**src/rtl/core/mrpt_pkg.sv**
```systemverilog
// ----------------------------------------------------------------------------
// mrpt_pkg
// widths, register indexes and shared types of the prime tester
// ----------------------------------------------------------------------------
package mrpt_pkg;

    localparam int WIDTH         = 32;
    localparam int MAX_WITNESSES = 4;
    localparam int NUM_WREGS     = 4;
    localparam int CNT_W         = $clog2(WIDTH);
    localparam int WIT_IDX_W     = (MAX_WITNESSES > 1) ? $clog2(MAX_WITNESSES) : 1;
    localparam int K_W           = $clog2(MAX_WITNESSES + 1);
    localparam int COUNT_W       = 3;
    localparam int CFG_IDX_W     = 3;
    localparam int CFG_DATA_W    = 32;

    localparam logic [CFG_IDX_W-1:0] REG_WITNESS_COUNT = 3'd0;
    localparam logic [CFG_IDX_W-1:0] REG_WITNESS_0     = 3'd1;
    localparam logic [CFG_IDX_W-1:0] REG_WITNESS_LAST  = 3'd4;

    localparam logic [COUNT_W-1:0]    COUNT_RESET = 3'd3;
    localparam logic [CFG_DATA_W-1:0] WIT_RESET [NUM_WREGS] = '{32'd2, 32'd7, 32'd61, 32'd0};

    typedef struct packed {
        logic             start;
        logic [WIDTH-1:0] addend;
        logic [WIDTH-1:0] multiplier;
    } mm_req_t;

endpackage

```
**src/rtl/core/mrpt_modmul.sv**
```systemverilog
// ----------------------------------------------------------------------------
// mrpt_modmul
// bit-serial modular multiplier, one multiplier bit per cycle, msb first
// ----------------------------------------------------------------------------
module mrpt_modmul
(
    input  logic                      clk,
    input  logic                      rst_n,
    input  mrpt_pkg::mm_req_t         req,
    input  logic [mrpt_pkg::WIDTH-1:0] modulus,
    output logic                      done,
    output logic [mrpt_pkg::WIDTH-1:0] product
);
    import mrpt_pkg::*;

    logic [WIDTH-1:0] acc_reg;
    logic [WIDTH-1:0] acc_next;
    logic [WIDTH-1:0] a_reg;
    logic [WIDTH-1:0] b_reg;
    logic [CNT_W-1:0] cnt_reg;
    logic             run_reg;
    logic             done_reg;
    logic [WIDTH+1:0] sum;
    logic [WIDTH+1:0] n1;
    logic [WIDTH+1:0] n2;

    // acc = 2*acc + bit*a, then at most two subtractions of n
    always_comb
    begin
        n1  = {2'b00, modulus};
        n2  = {1'b0, modulus, 1'b0};
        sum = {1'b0, acc_reg, 1'b0} + (b_reg[WIDTH-1] ? {2'b00, a_reg} : '0);
        if (sum >= n2)
        begin
            acc_next = WIDTH'(sum - n2);
        end
        else if (sum >= n1)
        begin
            acc_next = WIDTH'(sum - n1);
        end
        else
        begin
            acc_next = sum[WIDTH-1:0];
        end
    end

    always_ff @(posedge clk or negedge rst_n)
    begin
        if (!rst_n)
        begin
            run_reg  <= 1'b0;
            done_reg <= 1'b0;
            cnt_reg  <= '0;
        end
        else if (req.start)
        begin
            run_reg  <= 1'b1;
            done_reg <= 1'b0;
            cnt_reg  <= '0;
        end
        else if (run_reg)
        begin
            cnt_reg <= cnt_reg + 1'b1;
            if (cnt_reg == CNT_W'(WIDTH - 1))
            begin
                run_reg  <= 1'b0;
                done_reg <= 1'b1;
            end
        end
        else
        begin
            done_reg <= 1'b0;
        end
    end

    always_ff @(posedge clk)
    begin
        if (req.start)
        begin
            acc_reg <= '0;
            a_reg   <= req.addend;
            b_reg   <= req.multiplier;
        end
        else if (run_reg)
        begin
            acc_reg <= acc_next;
            b_reg   <= {b_reg[WIDTH-2:0], 1'b0};
        end
    end

    assign done    = done_reg;
    assign product = acc_reg;

endmodule

```
**config.mk**
```make
export PLATFORM = sky130hd
export DESIGN_NAME = mrpt_modmul
export DESIGN_NICKNAME = d
export VERILOG_FILES = /design/src/rtl/core/mrpt_pkg.sv /design/src/rtl/core/mrpt_modmul.sv
export SDC_FILE = /design/constraint.sdc
export NUM_CORES = 1
export LEC_CHECK = 0
export BUFFER_PORTS_ARGS = -buffer_cell sky130_fd_sc_hd__buf_2
export CAP_MARGIN = 20
export CORE_MARGIN = 2
export CORE_UTILIZATION = 32
export DETAILED_ROUTE_END_ITERATION = 7
export REMOVE_ABC_BUFFERS = 1
export SLEW_MARGIN = 15
export SYNTH_ARGS = -nofsm -noshare
export SYNTH_HDL_FRONTEND = slang
export SYNTH_SLANG_ARGS = --single-unit
```
**constraint.sdc**
```tcl
create_clock -name clk -period 6 [get_ports clk]
set_input_delay 0.9 -clock clk [delete_from_list [all_inputs] [get_ports clk]]
set_output_delay 0.9 -clock clk [all_outputs]
set_load 0.01 [all_outputs]
```
-- Word level (Yosys, flattened, before mapping)
Index checks and enable logic that the tools add are counted.
- flip-flop bits (word level): 103
- bits of input ports: 99
- output and inout bits: 33
- logic and storage cells: 28
- add/subtract/negate cells: 4
- magnitude comparators: 2
- equal/unequal tests: 2
- multiplexer cells: 13
- reduce and logical (&&, ||, !) cells: 1
- operators by type and width (kind ; number):
    two-way mux 32 bit ; 5
    subtractor 32 bit ; 2
    adder 33 x 32 -> 34 bit ; 1
    greater-or-equal comparator 34 x 32 -> 1 bit ; 1
    greater-or-equal comparator 34 x 33 -> 1 bit ; 1
    two-way mux 5 bit ; 2
    two-way mux 1 bit ; 6
    adder 5 x 1 -> 5 bit (second input constant) ; 1
    == test 5 bit (second input constant) ; 1
    inequality test 3 x 2 -> 1 bit (second input constant) ; 1
    nonzero test 2 bit ; 1

-- Logic depth before layout (Yosys ltp)
Gate-level depths: netlist of the first run.
- depth in word-level cells: 5
- depth in mapped cells: 26
- gate-level depth less buffers: 23

-- Worst setup path after synthesis of the first run
OpenSTA, ideal clock, no wires.
- path type: flip-flop to flip-flop
- start: reg b_reg[31]
- end: reg acc_reg[30], in the netlist product[30]
- setup time: 122 ps
- arrival time: 4454 ps
- data required time: 5878 ps
- path slack: 1424 ps
- cell stages (with the launch flop): 23
- path buffers: 2
- period minus slack after synthesis: 4576 ps
- cell sequence: edfxtp_1 -> clkbuf_1 -> and2_1 -> ha_1 -> nor2b_1 -> o31a_1 -> o211ai_1 -> nand2b_1 -> a21o_1 -> a21oi_1 -> xnor2_1 -> ha_1 -> clkbuf_1 -> a211o_1 -> o211ai_1 -> a21oi_1 -> o21bai_1 -> nand3_1 -> a31oi_1 -> o211ai_2 -> nand2_1 -> o21ai_0 -> a221o_1
- longest elaborated chain between the ends: 5
- elaborated cells between the ends (all ways): 8
- those cells by class: 3 x add/sub; 2 x order compare; 3 x mux
- ends and longest elaborated chain (what ; line ; source):
    from (decl) ; mrpt_modmul.sv:19 ; logic [WIDTH-1:0] b_reg;
    from (signal assigned) ; mrpt_modmul.sv:82 ; b_reg <= req.multiplier;
    from (signal assigned) ; mrpt_modmul.sv:87 ; b_reg <= {b_reg[WIDTH-2:0], 1'b0};
    two-way mux 32 bit * ; mrpt_modmul.sv:32 ; sum = {1'b0, acc_reg, 1'b0} + (b_reg[WIDTH-1] ? {2'b00, a_reg} : '0);
    adder 33 x 32 -> 34 bit * ; mrpt_modmul.sv:32 ;
    subtractor 32 bit or greater-or-equal comparator 34 x 32 -> 1 bit (tied branches) ; mrpt_modmul.sv:39, mrpt_modmul.sv:37 ;
    two-way mux 32 bit ; mrpt_modmul.sv:37 ; else if (sum >= n1)
    two-way mux 32 bit * ; mrpt_modmul.sv:33 ; if (sum >= n2)
    to (signal assigned) ; mrpt_modmul.sv:86 ; acc_reg <= acc_next;
    to (decl) ; mrpt_modmul.sv:16 ; logic [WIDTH-1:0] acc_reg;
Mark *: on every way between the ends. The rest lies on a longest branch, timed or not.
A chain may end at the register's enable or synchronous reset.

-- Worst setup path in the final report of the first run
- start: reg b_reg[31]
- end: reg acc_reg[20], in the netlist product[20]
The elaborated chain is that of the path after synthesis.

==> flow_summary.yaml, run 1 <==
run_status:
  status: "complete, no violations"
clocking:
  cts_setup_buffers: 0
  clk_pin_slew_ns: 0.07
  htreeDepth: 3
  clk_latency_ns: 0.35
  cts_sinks: 103
  cts_hold_buf: 0
  cts_tree: "done"
  root_buffer: "clkbuf_16"
  cts_buffers: 9
  cts_buffer_depth: 2
  cts-resized-gates: 0
hold_path:
  hp-class: "input pin to async pin"
setup_path:
  crit_fanout: 40
  critical_path_class: "flop to flop"
  r2r_start: "b_reg[31]$_DFFE_PP_"
  r2r-end: "product[20]$_SDFFE_PP0P_"
  ff2ff_path_depth: 24
  critPathCapture: "product[20]$_SDFFE_PP0P_"
  cp_data_required_time_ns: 6.23
  worstSetupStartpoint: "b_reg[31]$_DFFE_PP_"
  cp.arrival_ns: 5.73
  ff2ff_setup_slack_ns: 0.50
  critPathLaunchType: "flop"
  endpoint_kind: "flop"
drt:
  drtAntennaViolNets: 0
  drt_first_iter_violations: 673
  wl_um: 26610
  via_per_inst: 5.296
  via_count: 8289
  drt-wirelength-per-cell_um: 17.00
  drc: 0
  firstDrtPassIters: 5
placed_design:
  routabilityCongestion: 0.9103
  dp_slack_ns: 0.5345
  portBuffers: 131
  placed_area_um2: 10450
  dp_hpwl_um: 21650
floorplanning:
  io_pins: 132
  coreArea_um2: 28780
  die_h_um: 175.2
  fp.dieArea_um2: 30700
  floorplan.initialDensity_pct: 32.59
  num_rows: 62
  die_w_um: 175.2
synthesis:
  yosysTopAreaCell: "edfxtp_1"
  synth_edf_count: 64
  synth-simple-area-share_pct: 14.85
  synth_top_family_by_area: "compound AO/OA/AOI/OAI gates"
  synth_seq_area_share_pct: 29.19
  async_reset_ff_share_pct: 6.796
  yosys_most_used_dff: "edfxtp_1"
  avgSynthCellArea_um2: 8.858
  synth-xor-area-share_pct: 7.750
  synth.area.top_cells: "edfxtp_1 20%, ha_1 13%, dfxtp_1 6.8%, a21oi_1 6.0%, xnor2_1 4.9%"
  yosysTopAreaCellShare_pct: 20.49
  yosysUniqueCellTypes: 74
  syn_area_um2: 9380
  synth_common_cells: "112 x a21oi_1, 97 x ha_1, 67 x nand2_1"
  synthAdderAreaFrac_pct: 13.58
  synthMuxAreaShare_pct: 5.656
  synth_compound_area_share_pct: 25.05
  yosys.cell_count.top_type: "a21oi_1"
  syn-instance-count: 1059
  synth-warning-count: 0
  ys_seq_elements: 103
global_route:
  antenna_found_initial: 0
  grt_overflow: 0
  grt_pass1_vias: 8050
  grt_first_pass_wirelength_um: 41990
  grt_usage_pct: 17.10
  grt_max_degree: 59
finish:
  area_growth_pct: 14.29
  drive_gt1_share_pct: 17.44
  stdcell_area_um2: 10720
  num_antenna_cells: 0
  nNetsFinal: 1375
  fillers: 2919
power:
  ir_worst_vdd_uv: 189.8
  p_switching_uw: 2797
  p_per_area_nw_per_um2: 527.0
  p_int_uw: 2852
  p_sw_share_pct: 49.52
  pwr-share-clk_pct: 9.8
  p_comb_share_pct: 72.4
  power_frac_seq_pct: 17.9
  leakagePower_uw: 0.004911
sta:
  tns_ns: 0
  worst_pin_slew_ns: 0.9173
  maxSlewViolCount: 0
  clock.fmax_mhz: 182.0
  final-hold-violation-count: 0
  fin_ws_ns: 0.5045
  fin_crit_sh_pct: 91.59
  fin_skew_ns: 0.01227
  rsz0062_at_grt: "false"
  setup_viol: 0
  slew_headroom_pct: 37.26
  fin_crit_ns: 5.496
run:
  drv_cap: 0
## layout make-up
| class | count | area [µm²] | share of cell area [%] |
|---|---|---|---|
| clock inverter | 7 | 47.55 | 0.4435 |
| tap | 384 | 480.5 | 4.482 |
| multi-input combinational | 867 | 6274 | 58.52 |
| inverter | 52 | 195.2 | 1.821 |
| clock buffer | 9 | 225.2 | 2.101 |
| sequential | 103 | 2738 | 25.54 |
| timing repair buffer | 143 | 760.7 | 7.096 |
## power by group through the flow
stage                     logic, µW  clock network, µW  registers [µW]
final                          4090                551            1010
after global routing           4500                590            1020
after CTS                      4020                565            1010
after detailed placement       3980                  0            1030
after global placement         3990                  0            1030
after floorplan                2970                  0            1000
## cell usage in the layout (no fill, tap or decap), types with 12 or more instances in the layout
| cell | n |
|---|---|
| a21oi_1 | 112 |
| inv_1 | 52 |
| nor2_1 | 64 |
| nor3_1 | 16 |
| mux2i_1 | 17 |
| and3_1 | 20 |
| o21bai_1 | 12 |
| xnor2_1 | 53 |
| buf_2 | 130 |
| and2_1 | 35 |
| nand2_1 | 67 |
| buf_4 | 12 |
| ha_1 | 97 |
| a211oi_1 | 13 |
| a21o_1 | 40 |
| mux2_2 | 32 |
| dfxtp_1 | 32 |
| o21ai_0 | 59 |
| nand3_1 | 26 |
| o211ai_1 | 14 |
| edfxtp_1 | 64 |
| xor2_1 | 30 |
## worst max-delay path, stage by stage (launching register included)
cell      delay, ns
edfxtp_1       0.39
and2_1         0.15
ha_1           0.19
inv_1          0.07
fa_1           0.40
nor2b_1        0.16
o31a_1         0.23
o21ai_1        0.11
a21boi_0       0.31
a21oi_1        0.16
o21bai_1       0.17
a21oi_1        0.12
o21ai_0        0.23
xor2_1         0.40
ha_1           0.37
a21oi_1        0.19
o21ai_0        0.16
o211a_1        0.24
a211oi_1       0.22
a31o_2         0.14
o211a_1        0.19
buf_12         0.23
mux2i_1        0.21
nor2_1         0.05
a211o_1        0.26
## worst min path at each step
stage / depth (start not counted) / end / slack, ns / from
after floorplan: 2 / cnt_reg[4]$_DFFE_PN0P_ / 0.49 / cnt_reg[4]$_DFFE_PN0P_
after global placement: 2 / product[11]$_SDFFE_PP0P_ / 0.51 / product[11]$_SDFFE_PP0P_
after detailed placement: 2 / product[11]$_SDFFE_PP0P_ / 0.51 / product[11]$_SDFFE_PP0P_
after CTS: 1 / cnt_reg[0]$_DFFE_PN0P_ / 0.37 / rst_n
after global routing: 1 / cnt_reg[0]$_DFFE_PN0P_ / 0.38 / rst_n
final: 1 / cnt_reg[0]$_DFFE_PN0P_ / 0.37 / rst_n
## cells by family (layout without fill, tap and decap cells)
group                      count (synthesis)  count (layout)
AOI/OAI and AO/OA                        355             355
and+or+nand+nor                          280             280
DFF                                      103             103
adders and majority gates                100             100
buffers and inverters                     89             211
xor gates and xnor gates                  83              83
muxes                                     49              49
## metrics by stage
| stage | total power [µW] | hold WS, ns | instances | utilization [%] |
|---|---|---|---|---|
| 3_5_place_dp | 5002 | 0.5075 | 1549 | 36.30 |
| 2_1_floorplan | 3973 | 0.4932 | 1022 | - |
| 3_3_place_gp | 5014 | 0.5073 | 1549 | 36.30 |
| 6_report | 5649 | 0.3714 | 1565 | 37.25 |
| 5_1_grt | 6109 | 0.3788 | 1565 | 37.25 |
| 4_1_cts | 5596 | 0.3660 | 1565 | 37.25 |
## routing by layer
metal  up-vias  wire length, µm  track usage (%)
li1       4196                -                -
met1      3783            13000            24.21
met4         0              641            5.417
met2       275            11520            26.92
met3        35             1448            2.219
met5         -                0                0
No activity file was read; power rests on OpenSTA's default activity.
==> inputs of run 2 (changes only) <==
--- a/config.mk
+++ b/config.mk
@@ -5,11 +5,12 @@
 export SDC_FILE = /design/constraint.sdc
 export NUM_CORES = 1
 export LEC_CHECK = 0
-export BUFFER_PORTS_ARGS = -buffer_cell sky130_fd_sc_hd__buf_2
 export CAP_MARGIN = 20
 export CORE_MARGIN = 2
 export CORE_UTILIZATION = 32
+export CTS_BUF_LIST = sky130_fd_sc_hd__clkbuf_4 sky130_fd_sc_hd__clkbuf_8
 export DETAILED_ROUTE_END_ITERATION = 7
+export DONT_BUFFER_PORTS = 1
 export REMOVE_ABC_BUFFERS = 1
 export SLEW_MARGIN = 15
 export SYNTH_ARGS = -nofsm -noshare
==> constraint.sdc (replaced) <==
create_clock -name clk -period 5.4 [get_ports clk]
set_input_delay 0.81 -clock clk [delete_from_list [all_inputs] [get_ports clk]]
set_output_delay 0.81 -clock clk [all_outputs]
set_load 0.01 [all_outputs]
==> run 2 against run 1 <==
Power is 18% higher. Die area stayed put. Via count is 3.1% lower. Sequential share of layout area is 0.16 points higher. Clock-buffer cell count stayed put. Non-clock buffer count is 101 lower. Clock power is 3% lower. Final area is 0.63% lower. Global-route usage is 0.19 points higher. Sequential power is 17% higher. Largest power group unchanged.
==> flow_summary.yaml, run 2 (same netlist as run 1, synthesis figures left out) <==
run_status:
  status: "complete, no violations"
drt:
  drt_first_iter_violations: 598
  firstDrtPassIters: 5
  drc: 0
  drtAntennaViolNets: 0
  wl_um: 27380
  drt-wirelength-per-cell_um: 18.69
  via_count: 8036
  via_per_inst: 5.485
floorplanning:
  io_pins: 132
  die_w_um: 175.2
  fp.dieArea_um2: 30700
  die_h_um: 175.2
  floorplan.initialDensity_pct: 32.59
  num_rows: 62
  coreArea_um2: 28780
power:
  leakagePower_uw: 0.004587
  ir_worst_vdd_uv: 200.8
  p_per_area_nw_per_um2: 623.4
finish:
  fillers: 2916
  stdcell_area_um2: 10650
  layout_common_cells: "102 x a21oi_1, 87 x ha_1, 65 x nand2_1"
  area_growth_pct: 13.57
  multi_input_area_um2: 6638
  register_area_um2: 2738
  nNetsFinal: 1274
  final_common_cell: "a21oi_1"
  drive_gt1_share_pct: 15.56
global_route:
  grt_max_degree: 86
  grt_pass1_vias: 7748
  antenna_found_initial: 7
  grt_overflow: 0
  grt_first_pass_wirelength_um: 41900
  grt_usage_pct: 17.29
clocking:
  cts_tree: "done"
  root_buffer: "clkbuf_8"
  cts_buffer_depth: 2
  clk_latency_ns: 0.39
  clk_pin_slew_ns: 0.11
  htreeDepth: 3
  cts_sinks: 103
  cts_hold_buf: 0
  cts_buffers: 9
run:
  drv_cap: 0
sta:
  fin_crit_ns: 5.173
  setup_viol: 0
  maxSlewViolCount: 0
  clock.fmax_mhz: 193.3
  slew_headroom_pct: 49.89
  fin_crit_sh_pct: 95.80
  worst_hold_slack_ns: 0.1040
  final-hold-violation-count: 0
  worst_pin_slew_ns: 0.7509
  fin_skew_ns: 0.01434
setup_path:
  crit_path_top_delay_cell: "edfxtp_1"
  crit_buf_inv: 3
  critPathTopFamily: "compound AO/OA/AOI/OAI gates"
  crit_fanout: 6
  critical_path_class: "flop to flop"
  endpoint_kind: "flop"
  critPathLaunchType: "flop"
  cp_data_required_time_ns: 5.74
  cp.arrival_ns: 5.51
  slowest_delay_ns: 0.48
placed_design:
  routabilityCongestion: 0.9215
  dp_hpwl_um: 21800
  portBuffers: 0
  placed_area_um2: 9975
hold_path:
  hp-class: "input pin to async pin"
[run 2: changes by cell type in the layout (fill, tap and decap cells not counted), sizes merged]
cell and change:
diode +1, inv +4, bufinv +1, clkinvlp -1
clkinv -4, buf -103, bufbuf +1, clkbuf +1
[run 2: worst paths after layout]
check	depth (start not counted)	to	slack (ns)	from
max	25	product[29]$_SDFFE_PP0P_	0.23	b_reg[31]$_DFFE_PP_
min	0	run_reg$_DFF_PN0_	0.10	rst_n
max reg2reg	25	product[29]$_SDFFE_PP0P_	0.23	b_reg[31]$_DFFE_PP_
min reg2reg	2	cnt_reg[4]$_DFFE_PN0P_	0.54	cnt_reg[4]$_DFFE_PN0P_
max in group asynchronous	0	cnt_reg[2]$_DFFE_PN0P_	5.22	rst_n
min in group clk	1	product[22]$_SDFFE_PP0P_	0.50	req[64]
[run 2: metal layers]
layer	vias up	track usage [%]	part of all wire, %	wire length (µm)
met3	47	4.134	6.6	1794
met5	-	0	0.19	52
met2	242	27.54	45	12210
met1	3750	22.67	46	12560
li1	3989	-	-	-
met4	8	6.458	2.8	762
[run 2: what timing repair did]
item	CTS	global route
setup endpoints to repair	7	32
gates cloned	1	0
pin swaps	0	19
setup buffers	1	6
resized for setup	1	77
[run 2: area by class of cell]
| class | count | area share (%) |
|---|---|---|
| diodes | 1 | 0.02349 |
| clock buffers | 9 | 1.163 |
| clock inverters | 7 | 0.9161 |
| inverters | 52 | 1.832 |
| multi-input cells | 867 | 62.31 |
| flip-flops and latches | 103 | 25.70 |
| well taps | 384 | 4.510 |
| repair buffers | 42 | 3.547 |
[run 2: through the flow]
stage	TNS [ns]	total power (µW)	setup WS [ns]	utilization, %	cells
final	0	6641	0.2266	37.01	1465
after global routing	-0.04158	7147	-0.01720	37.01	1465
after CTS	0	6289	0.02677	35.58	1458
after detailed placement	-0.04357	5612	-0.04357	34.66	1440
after global placement	0	5624	0.1006	34.61	1439
after floorplan	-0.6832	4414	-0.1556	-	1022
[run 2: power breakdown]
part | total (µW) | switching, µW | internal [µW] | leakage, µW
registers | 1180 | 195 | 987 | 0.00101
logic | 4920 | 2790 | 2130 | 0.00346
clock network | 537 | 304 | 234 | 0.000113
total | 6640 | 3290 | 3350 | 0.00459
